--- config.mk ---
export PLATFORM = sky130hd
export DESIGN_NAME = command_frame_receiver
export DESIGN_NICKNAME = d
export VERILOG_FILES = /design/src/rtl/core/cfr_pkg.sv /design/src/rtl/core/cfr_result_fifo.sv /design/src/rtl/core/command_frame_receiver.sv
export SDC_FILE = /design/constraint.sdc
export NUM_CORES = 1
export LEC_CHECK = 0
export BUFFER_PORTS_ARGS = -buffer_cell sky130_fd_sc_hd__clkbuf_2
export CAP_MARGIN = 10
export CORE_MARGIN = 3
export CORE_UTILIZATION = 60
export DETAILED_ROUTE_END_ITERATION = 12
export PLACE_DENSITY = 0.82
export REMOVE_ABC_BUFFERS = 1
export SETUP_SLACK_MARGIN = 0.1
export SYNTH_ARGS = -nofsm -noshare
export SYNTH_HDL_FRONTEND = slang
export SYNTH_SLANG_ARGS = --single-unit
--- constraint.sdc ---
create_clock -name clk_i -period 13.2 [get_ports clk_i]
set_clock_uncertainty 0.2 [all_clocks]
set_input_delay 0 -clock clk_i [delete_from_list [all_inputs] [get_ports clk_i]]
set_output_delay 0 -clock clk_i [all_outputs]
set_load 0.01 [all_outputs]
--- src/rtl/core/cfr_pkg.sv ---
// package for the command frame receiver: widths, codes and the result record
// no dependencies; imported by cfr_result_fifo, command_frame_receiver and its testbench
package cfr_pkg;

  localparam int MAX_PAYLOAD = 8;
  localparam int ADDR_W      = $clog2(MAX_PAYLOAD);
  localparam int LEN_W       = 4;
  localparam int HDR_LEN     = 4;
  localparam int IDX_W       = 3;

  localparam logic [15:0] IDLE_LIMIT_RESET = 16'd50000;
  localparam logic [7:0]  ACK_BYTE         = 8'd128;
  localparam logic [7:0]  NACK_BYTE        = 8'd0;

  // apb register map
  localparam logic [2:0] ADDR_IDLE_LIMIT = 3'd0;

  typedef enum logic [1:0] {
    OUT_REPLY   = 2'd0,
    OUT_RECORD  = 2'd1,
    OUT_PAYLOAD = 2'd2
  } out_kind_e;

  typedef enum logic {
    PH_HEADER  = 1'b0,
    PH_PAYLOAD = 1'b1
  } phase_e;

  typedef enum logic [1:0] {
    EM_IDLE    = 2'd0,
    EM_RECORD  = 2'd1,
    EM_PAYLOAD = 2'd2
  } emit_e;

  typedef struct packed {
    out_kind_e        out_kind;
    logic [7:0]       reply_byte;
    logic [7:0]       group_id;
    logic [7:0]       command_code;
    logic [LEN_W-1:0] payload_length;
    logic [7:0]       header_checksum;
    logic [7:0]       payload_byte;
    logic [IDX_W-1:0] payload_index;
    logic             last;
  } result_t;

endpackage

--- src/rtl/core/cfr_result_fifo.sv ---
// two-entry result queue between the frame logic and the output stream
// depends on cfr_pkg for result_t
module cfr_result_fifo import cfr_pkg::*; (
  input  logic    clk_i,
  input  logic    rst_ni,
  input  logic    push_i,
  input  result_t push_data_i,
  output logic    full_o,
  output logic    valid_o,
  output result_t data_o,
  input  logic    pop_i
);

  result_t    entry_q [2];
  logic       wr_ptr_q, wr_ptr_d;
  logic       rd_ptr_q, rd_ptr_d;
  logic [1:0] count_q, count_d;

  assign valid_o = (count_q != 2'd0);
  assign full_o  = (count_q == 2'd2);
  assign data_o  = entry_q[rd_ptr_q];

  always_comb begin
    wr_ptr_d = wr_ptr_q;
    rd_ptr_d = rd_ptr_q;
    count_d  = count_q;
    if (push_i) begin
      wr_ptr_d = ~wr_ptr_q;
    end
    if (pop_i && valid_o) begin
      rd_ptr_d = ~rd_ptr_q;
    end
    case ({push_i, pop_i && valid_o})
      2'b10:   count_d = count_q + 2'd1;
      2'b01:   count_d = count_q - 2'd1;
      default: count_d = count_q;
    endcase
  end

  always_ff @(posedge clk_i or negedge rst_ni) begin
    if (!rst_ni) begin
      wr_ptr_q <= 1'b0;
      rd_ptr_q <= 1'b0;
      count_q  <= 2'd0;
    end else begin
      wr_ptr_q <= wr_ptr_d;
      rd_ptr_q <= rd_ptr_d;
      count_q  <= count_d;
    end
  end

  always_ff @(posedge clk_i) begin
    if (push_i) begin
      entry_q[wr_ptr_q] <= push_data_i;
    end
  end

endmodule

--- src/rtl/core/command_frame_receiver.sv ---
// top level of the command frame receiver: header check, payload memory, result sequencer
// depends on cfr_pkg and cfr_result_fifo
//
// Receives command frames one input transaction at a time, each a byte (tuser 0) or
// an idle tick (tuser 1). A frame is a 4-byte header (group, command, length, additive
// checksum of the first three bytes), answered by ACK (128) or NACK (0), then the
// payload and its checksum byte. On a good payload the block sends ACK, a command
// record and the payload bytes, tlast on the final one. Lengths above MAX_PAYLOAD are
// refused with NACK; more than header_idle_limit idle ticks during header collection
// discard a partial header. Rate: one input transaction per clock while no multi-result
// run is in progress and the result queue has room; a transaction that gives one result
// or none does not hold input off, and the two-entry result queue lets input continue
// while a result waits. A transaction that completes a frame holds input off while the
// record and then each payload byte go out, one per cycle while the queue has room,
// each byte read from the payload memory through its single registered read port.
module command_frame_receiver import cfr_pkg::*; (
  input  logic        clk_i,
  input  logic        rst_ni,
  // input stream
  input  logic        s_axis_tvalid,
  output logic        s_axis_tready,
  input  logic [7:0]  s_axis_tdata,   // [7:0] rx_byte
  input  logic        s_axis_tuser,   // [0] kind
  // result stream
  output logic        m_axis_tvalid,
  input  logic        m_axis_tready,
  output logic [47:0] m_axis_tdata,   // [7:0] reply_byte, [15:8] group_id,
                                      // [23:16] command_code, [27:24] payload_length,
                                      // [35:28] header_checksum, [43:36] payload_byte,
                                      // [46:44] payload_index, [47] zero
  output logic [1:0]  m_axis_tuser,   // [1:0] out_kind
  output logic        m_axis_tlast,
  // configuration
  input  logic        psel,
  input  logic        penable,
  input  logic        pwrite,
  input  logic [2:0]  paddr,
  input  logic [31:0] pwdata,
  output logic [31:0] prdata,
  output logic        pready
);

  // configuration register
  logic [15:0] idle_limit_q;

  // frame state
  phase_e            phase_q, phase_d;
  logic [LEN_W-1:0]  cnt_q, cnt_d;
  logic [7:0]        sum_q, sum_d;
  logic [15:0]       idle_q, idle_d;
  logic [7:0]        hdr_q [HDR_LEN];

  // result sequencer
  emit_e             emit_q, emit_d;
  logic [ADDR_W-1:0] idx_q, idx_d;

  // payload memory
  logic [7:0]        pay_mem [MAX_PAYLOAD];
  logic [7:0]        rd_data_q;
  logic              mem_we;
  logic [ADDR_W-1:0] mem_waddr;

  // header byte write
  logic              hdr_we;
  logic [1:0]        hdr_waddr;

  // step and sequencer pushes into the result queue
  logic              step_push, em_push, fifo_push, fifo_full, fifo_valid;
  result_t           step_res, em_res, fifo_res, fifo_out;

  logic              accept, busy, is_idle;
  logic [7:0]        rx;
  logic [15:0]       idle_inc;
  logic [LEN_W-1:0]  cnt_inc, size;

  assign is_idle = s_axis_tuser;
  assign rx      = s_axis_tdata;
  assign busy    = (emit_q != EM_IDLE);
  assign s_axis_tready = !busy && !fifo_full;
  assign accept  = s_axis_tvalid && s_axis_tready;
  assign size    = hdr_q[2][LEN_W-1:0];

  // apb: always ready, single register
  assign pready = 1'b1;
  assign prdata = (paddr == ADDR_IDLE_LIMIT) ? {16'd0, idle_limit_q} : 32'd0;

  always_ff @(posedge clk_i or negedge rst_ni) begin
    if (!rst_ni) begin
      idle_limit_q <= IDLE_LIMIT_RESET;
    end else if (psel && penable && pwrite && pready && (paddr == ADDR_IDLE_LIMIT)) begin
      idle_limit_q <= pwdata[15:0];
    end
  end

  // per-item frame logic
  always_comb begin
    phase_d   = phase_q;
    cnt_d     = cnt_q;
    sum_d     = sum_q;
    idle_d    = idle_q;
    hdr_we    = 1'b0;
    hdr_waddr = cnt_q[1:0];
    mem_we    = 1'b0;
    mem_waddr = cnt_q[ADDR_W-1:0];
    step_push = 1'b0;
    step_res  = '0;
    emit_d    = emit_q;
    idle_inc  = idle_q + 16'd1;
    cnt_inc   = cnt_q + 1'b1;

    if (accept) begin
      if (phase_q == PH_HEADER) begin
        if (is_idle) begin
          idle_d = idle_inc;
        end else begin
          hdr_we = 1'b1;
          if (cnt_q < LEN_W'(HDR_LEN - 1)) begin
            sum_d = sum_q + rx;
          end
          cnt_d = cnt_inc;
        end
        if (idle_d > idle_limit_q) begin
          // timeout drops the partial header, the new byte included
          cnt_d  = '0;
          sum_d  = '0;
          idle_d = '0;
        end else if (cnt_d == LEN_W'(HDR_LEN)) begin
          // fourth byte is the checksum, compared against the first three
          step_push           = 1'b1;
          step_res.out_kind   = OUT_REPLY;
          step_res.last       = 1'b1;
          if (sum_q != rx || hdr_q[2] > 8'(MAX_PAYLOAD)) begin
            step_res.reply_byte = NACK_BYTE;
            cnt_d  = '0;
            sum_d  = '0;
            idle_d = '0;
          end else if (hdr_q[2] == 8'd0) begin
            // empty payload: record follows the ack right away
            step_res.reply_byte = ACK_BYTE;
            step_res.last       = 1'b0;
            emit_d = EM_RECORD;
            cnt_d  = '0;
            sum_d  = '0;
            idle_d = '0;
          end else begin
            step_res.reply_byte = ACK_BYTE;
            phase_d = PH_PAYLOAD;
            cnt_d   = '0;
            sum_d   = '0;
            idle_d  = '0;
          end
        end
      end else if (!is_idle) begin
        if (cnt_q < size) begin
          mem_we = 1'b1;
          sum_d  = sum_q + rx;
          cnt_d  = cnt_inc;
        end else if (sum_q != rx) begin
          step_push           = 1'b1;
          step_res.out_kind   = OUT_REPLY;
          step_res.reply_byte = NACK_BYTE;
          step_res.last       = 1'b1;
          cnt_d = '0;
          sum_d = '0;
        end else begin
          step_push           = 1'b1;
          step_res.out_kind   = OUT_REPLY;
          step_res.reply_byte = ACK_BYTE;
          emit_d  = EM_RECORD;
          phase_d = PH_HEADER;
          cnt_d   = '0;
          sum_d   = '0;
          idle_d  = '0;
        end
      end
    end

    // sequencer next state
    unique case (emit_q)
      EM_IDLE: begin
      end
      EM_RECORD: begin
        if (!fifo_full) begin
          emit_d = (size == '0) ? EM_IDLE : EM_PAYLOAD;
        end
      end
      EM_PAYLOAD: begin
        if (!fifo_full && ({1'b0, idx_q} == size - 1'b1)) begin
          emit_d = EM_IDLE;
        end
      end
      default: emit_d = EM_IDLE;
    endcase
  end

  // sequencer outputs
  always_comb begin
    em_push = 1'b0;
    em_res  = '0;
    idx_d   = idx_q;
    unique case (emit_q)
      EM_IDLE: begin
      end
      EM_RECORD: begin
        em_push                = !fifo_full;
        em_res.out_kind        = OUT_RECORD;
        em_res.group_id        = hdr_q[0];
        em_res.command_code    = hdr_q[1];
        em_res.payload_length  = size;
        em_res.header_checksum = hdr_q[3];
        em_res.last            = (size == '0);
        idx_d                  = '0;
      end
      EM_PAYLOAD: begin
        em_push              = !fifo_full;
        em_res.out_kind      = OUT_PAYLOAD;
        em_res.payload_byte  = rd_data_q;
        em_res.payload_index = IDX_W'(idx_q);
        em_res.last          = ({1'b0, idx_q} == size - 1'b1);
        if (!fifo_full) begin
          idx_d = idx_q + 1'b1;
        end
      end
      default: begin
      end
    endcase
  end

  // input is held off during a run, so the two sources never push together
  assign fifo_push = step_push || em_push;
  assign fifo_res  = em_push ? em_res : step_res;

  always_ff @(posedge clk_i or negedge rst_ni) begin
    if (!rst_ni) begin
      phase_q <= PH_HEADER;
      cnt_q   <= '0;
      sum_q   <= '0;
      idle_q  <= '0;
      emit_q  <= EM_IDLE;
      idx_q   <= '0;
    end else begin
      phase_q <= phase_d;
      cnt_q   <= cnt_d;
      sum_q   <= sum_d;
      idle_q  <= idle_d;
      emit_q  <= emit_d;
      idx_q   <= idx_d;
    end
  end

  // header bytes, written before they are read
  always_ff @(posedge clk_i) begin
    if (hdr_we) begin
      hdr_q[hdr_waddr] <= rx;
    end
  end

  // payload memory, one write port and one registered read port; the read
  // address follows the next sequencer index so data is ready when its turn comes
  always_ff @(posedge clk_i) begin
    if (mem_we) begin
      pay_mem[mem_waddr] <= rx;
    end
    rd_data_q <= pay_mem[idx_d];
  end

  cfr_result_fifo u_result_fifo (
    .clk_i       (clk_i),
    .rst_ni      (rst_ni),
    .push_i      (fifo_push),
    .push_data_i (fifo_res),
    .full_o      (fifo_full),
    .valid_o     (fifo_valid),
    .data_o      (fifo_out),
    .pop_i       (m_axis_tready)
  );

  assign m_axis_tvalid = fifo_valid;
  assign m_axis_tuser  = fifo_out.out_kind;
  assign m_axis_tlast  = fifo_out.last;
  assign m_axis_tdata  = {1'b0, fifo_out.payload_index, fifo_out.payload_byte,
                          fifo_out.header_checksum, fifo_out.payload_length,
                          fifo_out.command_code, fifo_out.group_id, fifo_out.reply_byte};

`ifndef SYNTHESIS
  // a run always starts from header collection
  a_run_in_header: assert property (@(posedge clk_i) disable iff (!rst_ni)
    (emit_q != EM_IDLE) |-> (phase_q == PH_HEADER))
    else $error("result run while collecting payload");

  // payload phase only with an accepted, non-empty length
  a_len_ok: assert property (@(posedge clk_i) disable iff (!rst_ni)
    (phase_q == PH_PAYLOAD) |-> (size != '0 && hdr_q[2] <= 8'(MAX_PAYLOAD)))
    else $error("payload phase with bad length");

  // payload indices stay inside the frame
  a_idx_range: assert property (@(posedge clk_i) disable iff (!rst_ni)
    (emit_q == EM_PAYLOAD) |-> ({1'b0, idx_q} < size))
    else $error("payload index past length");

  // a record is followed by payload output unless it closes the run
  a_record_next: assert property (@(posedge clk_i) disable iff (!rst_ni)
    (em_push && emit_q == EM_RECORD && size != '0) |=> (emit_q == EM_PAYLOAD && idx_q == '0))
    else $error("record not followed by payload bytes");
`endif

endmodule

==> impl_metrics.ini, run 1 <==
[global_routing]
grt_overflow_total = 0
grt_antenna_before_repair = 0
grt_start_max_net_pins = 55
grt_util_all_layers_pct = 21.59
first_pass_grt_wire_length_um = 35370
first_global_vias = 7011

[logic_synthesis]
synth_edf_count = 182
synthArstFlopShare_pct = 22.13
netlist-cell-type-count = 77
yosys.area.top_type = edfxtp_1
synth.avg_cell_area_um2 = 13.58
yosys-top-cells-area = edfxtp_1, dfrtp_1, mux2_2
yosysSeqAreaShare_pct = 61.52
synth_top_area_share_pct = 48.14
syn_std_cell_area_um2 = 11350
ys_warn_count = 0
dominantRegCellSynth = edfxtp_1
syn_inst = 836
synth-seq-cells = 244

[place]
finalWeightedCongestion = 0.8260
post-dp-hpwl_um = 13600
port-buffer-count = 95

[detailed_routing]
initialDrtViolationCount = 543
routed_wire_length_per_instance_um = 18.21
dr.pass1.iters = 5
avgViaCountPerCell = 5.762
final_antenna_net_count = 0
route.vias.total = 6972
detail_route.drc_violations = 0
totalWireLength_um = 22040

[clock_network]
path_clk_slew_ns = 0.06
insertion_delay_ns = 0.51
cts-htree-levels = 1
cts.path.max_buffers = 3
postCtsResizedCells = 0
post_cts_buffers = 0
cts.sink_count = 244
total_cts_buffers = 24
cts_tree = yes
root_buffer = clkbuf_16

[outcome]
outcome = complete, no violations

[setup_path]
timing.critical_path.to_type = flop
worst-endpoint-required_ns = 13.13
largest_fanout_of_any_net_on_the_critical_path = 43
setup.worst_path.start_class = flop
timing.setup.critical_path_class = flop to flop
worstPathArrival_ns = 4.76

[die]
rows = 49
die_area_um2 = 20610
core_region_area_um2 = 18270
fp.dieH_um = 143.6
io_pins = 137
floorplan.die.width_um = 143.6
start_util_pct = 62.14

[sta]
maxSlewViolCount = 0
worst_slew_margin_rel_pct = 30.90
clock.fmax_ghz = 0.2070
worst_slew_pin_slew_ns = 1.037
final.period_utilization_pct = 36.60
final_hold_viol_count = 0
final_period_minus_worst_setup_slack_ns = 4.831
grt_setup_unrepaired = no
finalSetupTns_ns = 0
setup_violations = 0

[layout]
finalNetCount = 1054
synthToLayoutAreaGrowth_pct = 14.92
fillCellCount = 1171
multi_input_area_um2 = 4015
final_cell_mix = edfxtp_1, clkbuf_2, nand2_1
antennaDiodeCount = 0
mostFrequentLayoutCell = edfxtp_1
area.sequential_um2 = 6985
layout-drive-gt1-share_pct = 24.06

[run]
max-cap-violations = 0

[worst_hold_path]
hold_path.class = input port to flop

[power_and_ir_drop]
post-layout-total-power_mw = 2.306
power_density_nw_per_um2 = 176.8
ir_drop_mv = 0.08328
power_leakage_nw = 5.421
-- report_power, final --
part	internal, mW	switching (mW)
clock	0.411	0.275
combinational	0.274	0.329
sequential	0.934	0.0836
-- state kept, by name, summed over array words and instances, names as in the netlist --
signal and count:
u_result_fifo.entry_q 86, emit_q 2, u_result_fifo.wr_ptr_q 1, rd_data_q 8, cnt_q 4, idle_limit_q 16
u_result_fifo.count_q 2, pay_mem 64, u_result_fifo.rd_ptr_q 1, hdr_q 32, phase_q 1, idle_q 16
idx_q 3, sum_q 8
-- routing by layer --
layer,vias up,wire [um],track usage (%)
li1,3302,-,-
met1,3385,9370,29.29
met2,231,10920,36.84
met3,54,1185,2.596
met4,0,561,6.690
met5,-,0,0
-- final timing paths --
check / start / end / slack, ns / cells past startpoint
max: idle_q[0] / u_result_fifo.entry_q[1][35] / 8.37 / 15
min: penable / idle_limit_q[15] / 0.04 / 4
max reg2reg: idle_q[0] / u_result_fifo.entry_q[1][35] / 8.37 / 15
min reg2reg: sum_q[5] / sum_q[5] / 0.29 / 1
max in group asynchronous: rst_ni / u_result_fifo.rd_ptr_q / 11.77 / 4
min in group asynchronous: rst_ni / idle_limit_q[5] / 0.54 / 4
-- critical path, stage by stage (launching register included) --
cell and delay [ns]:
dfrtp_1 0.45, nand4_1 0.24, nor2_1 0.34, nand3_1 0.22, or2_2 0.39, nor2_1 0.17, xor2_1 0.17, ha_1 0.26
nand4_1 0.18, nor2_1 0.07, a2111o_1 0.42, o31ai_2 0.38, a31o_2 0.23, a21oi_2 0.11, nor2b_4 0.12, buf_4 0.47
-- cells by family (layout without fill, tap and decap cells) --
| group | count (synthesis) | in the layout | share of synthesized area [%] |
|---|---|---|---|
| compound gates | 106 | 106 | 6.900 |
| other cells | 2 | 25 | 0.06615 |
| fa+ha+maj | 40 | 40 | 4.475 |
| xor+xnor | 32 | 32 | 2.535 |
| simple gates | 224 | 224 | 10.90 |
| flops | 244 | 244 | 61.52 |
| buf+inv | 87 | 209 | 4.111 |
| mux | 101 | 101 | 9.490 |
-- per-stage QoR --
step,hold slack (ns),instance area (um^2),setup WS [ns],instances,utilization [%]
floorplan,-0.4956,11090,7.547,803,-
global route,0.04693,13050,8.023,1210,71.41
CTS,0.01407,13040,8.375,1210,71.38
detailed placement,-0.01621,11950,8.387,1137,65.40
global placement,-0.02053,11950,8.447,1137,65.40
finish,0.03636,13050,8.369,1210,71.41
-- final cells by class --
cell class                 instances  share of cell area [%]
clock buffer                      31                   5.045
clock inverter                    13                   1.103
inverter                          31                  0.8919
multi-input combinational        528                   30.78
sequential                       244                   53.54
tap                              229                   2.196
timing repair buffer             134                   6.445
-- what timing repair did --
action	CTS	global route
setup endpoints to repair	0	0
hold buffers	29	0
hold endpoints to repair	191	0
-- cells in the mapped netlist (all sizes together), types with 2 or more instances --
master,n
inv,31
and4,3
a22o,12
o31a,2
a211oi,2
dfstp,6
a21boi,2
o21ai,29
mux2,53
o31ai,7
dfrtp,48
xnor2,21
a21o,14
ha,39
dfxtp,8
nand3,12
o22ai,2
conb,2
nor4,9
nor2b,5
nand2,58
buf,36
clkbuf,20
nand4,8
edfxtp,182
nand2b,4
xor2,11
or2,4
and2,20
nor3,17
a21oi,19
and3,47
o2bb2ai,2
or3,4
mux2i,48
nor2,31
Power figures use the tool's default switching activity.
==> run 2: changes to the inputs <==
CORE_UTILIZATION = 58   (was 60)
PLACE_DENSITY = 0.8   (was 0.82)
clock period = 4.81 ns   (was 13.2 ns; I/O delays follow)
==> run 2 against run 1 <==
Combinational power rose to 2.9 times the previous value. Via count up 5.0%. Critical path depth did not move. Clock power increased to 2.8 times the previous value. Fmax is 4.7% higher. Utilization increased by 0.34 points. Die area grew 3.3%. Design area is 4.2% higher. Flip-flop and latch count unchanged. First-iteration DRC count up 5.9%. Non-clock buffer count rose by 43. Sequential power rose to 2.7 times the previous value. Critical endpoint is now u_result_fifo.entry_q[1][5].
==> impl_metrics.ini, run 2 (synthesis gave the netlist of run 1 again) <==
[detailed_routing]
final_antenna_net_count = 0
routed_wire_length_per_instance_um = 19.30
initialDrtViolationCount = 575
dr.pass1.iters = 5
detail_route.drc_violations = 0
avgViaCountPerCell = 5.693
totalWireLength_um = 24820
route.vias.total = 7321

[sta]
setup_violations = 0
worst_slew_pin_slew_ns = 1.052
clock.fmax_ghz = 0.2167
worst_slew_margin_rel_pct = 29.85
maxSlewViolCount = 0
final_hold_viol_count = 0
timing.hold.ws_ns = 0.1634
final.period_utilization_pct = 95.92
final_period_minus_worst_setup_slack_ns = 4.614

[setup_path]
worst-endpoint-required_ns = 4.83
timing.setup.critical_path_class = flop to flop
worstPathArrival_ns = 4.64
timing.critical_path.to_type = flop
setup.worst_path.start_class = flop
r2r_slack_ns = 0.20
largest_fanout_of_any_net_on_the_critical_path = 21

[power_and_ir_drop]
p_int_mw = 4.551
sw_frac_of_total_pct = 30.05
post-layout-total-power_mw = 6.507
power_density_nw_per_um2 = 478.4
seqPwrFrac_pct = 43.1
combinationalPowerShare_pct = 26.9
clock_power_share_pct = 30.0
total_switching_power_mw = 1.955
ir_drop_mv = 0.3812
power_leakage_nw = 5.605

[layout]
largest_register_ff_count = 86
finalNetCount = 1098
antennaDiodeCount = 0
regMostFlops = u_result_fifo.entry_q
mostFrequentLayoutCell = edfxtp_1
reg.largest.list = u_result_fifo.entry_q: 86 flops, pay_mem: 64 flops, hdr_q: 32 flops
fillCellCount = 1183
post-route-util_pct = 71.75
layout.cell_area.non_filler_um2 = 13600
synthToLayoutAreaGrowth_pct = 19.81
final-instance-count-excl-fill = 1286
final_cell_mix = edfxtp_1, clkbuf_2, dlygate4sd3_1
layout-drive-gt1-share_pct = 25.05

[place]
finalWeightedCongestion = 0.8497
placed_cells_incl_taps = 1171
post_detailed_placement_cell_area_um2 = 12040
post-dp-hpwl_um = 13840
port-buffer-count = 95

[die]
floorplan.die.width_um = 145.9
die_area_um2 = 21290
rows = 50
fp.dieH_um = 145.9
core_region_area_um2 = 18960
start_util_pct = 59.89
io_pins = 137

[global_routing]
grt_overflow_total = 0
first_pass_grt_wire_length_um = 38760
first_global_vias = 7529
grt_start_max_net_pins = 55
grt_antenna_before_repair = 0
grt_util_all_layers_pct = 22.49

[clock_network]
cts_tree = yes
cts.sink_count = 244
insertion_delay_ns = 0.52
cts-htree-levels = 1
path_clk_slew_ns = 0.06
root_buffer = clkbuf_16
total_cts_buffers = 25
cts.path.max_buffers = 3

[worst_hold_path]
hold_path.class = input port to flop

[outcome]
outcome = complete, no violations

[run]
max-cap-violations = 0
==> run 2: path summary, 6_finish.rpt <==
path                       cells after the start     startpoint                           to
setup / recovery                              15      idle_q[0]  u_result_fifo.entry_q[1][5]
hold / removal                                 4  m_axis_tready       u_result_fifo.rd_ptr_q
setup reg to reg                              15      idle_q[0]  u_result_fifo.entry_q[1][5]
hold reg to reg                                1       sum_q[5]                     sum_q[5]
max in group asynchronous                      4         rst_ni       u_result_fifo.rd_ptr_q
min in group asynchronous                      4         rst_ni              idle_limit_q[5]
==> run 2: stage by stage <==
stage               TNS (ns)  setup WS [ns]
floorplan             -67.61        -0.8426
global placement           0         0.3864
detailed placement         0         0.1906
CTS                        0         0.1814
global route        -0.09775      -0.009198
finish                     0         0.1961
==> run 2: area by class of cell <==
cell class / instances / area (um^2) / share of cell area (%)
Clock inverter: 17 / 190.2 / 1.398
Inverter: 31 / 116.4 / 0.8556
Clock buffer: 29 / 640.6 / 4.710
Sequential cell: 244 / 6988 / 51.38
Timing Repair Buffer: 177 / 1296 / 9.531
Tap cell: 260 / 325.3 / 2.392
Multi-Input combinational cell: 528 / 4044 / 29.73
==> run 2: repair_timing <==
| action | in CTS | in global routing |
|---|---|---|
| gates resized for setup | 0 | 9 |
| endpoints found under the hold margin | 195 | 0 |
| setup buffers | 0 | 8 |
| hold buffers | 60 | 0 |
| endpoints found under the setup margin | 0 | 120 |
==> run 2: power groups by stage <==
stage,Clock [mW],Sequential (mW),Combinational (mW)
finish,1.95,2.80,1.75
global route,2.06,2.83,1.90
CTS,1.98,2.80,1.70
detailed placement,0,2.84,1.62
global placement,0,2.82,1.59
floorplan,0,2.77,1.16
==> run 2: metal layers <==
| layer | GRT usage (%) | up-vias | wire length [um] |
|---|---|---|---|
| li1 | - | 3392 | - |
| met2 | 40.31 | 239 | 12860 |
| met5 | 0 | - | 0 |
| met4 | 8.025 | 0 | 818 |
| met1 | 27.96 | 3623 | 9876 |
| met3 | 3.145 | 67 | 1260 |
==> run 2: critical path, cell delays in order (launching register included) <==
cell and delay [ns]:
dfrtp_2 0.41, nand4_1 0.26, nor2_4 0.24, nand3_1 0.20, or2_2 0.40, nor2_1 0.19
xor2_1 0.23, ha_1 0.31, nand4_1 0.24, nor3_1 0.15, a2111o_1 0.41, o31ai_2 0.27
a31o_2 0.23, a21oi_4 0.09, nor2b_4 0.23, clkbuf_16 0.24
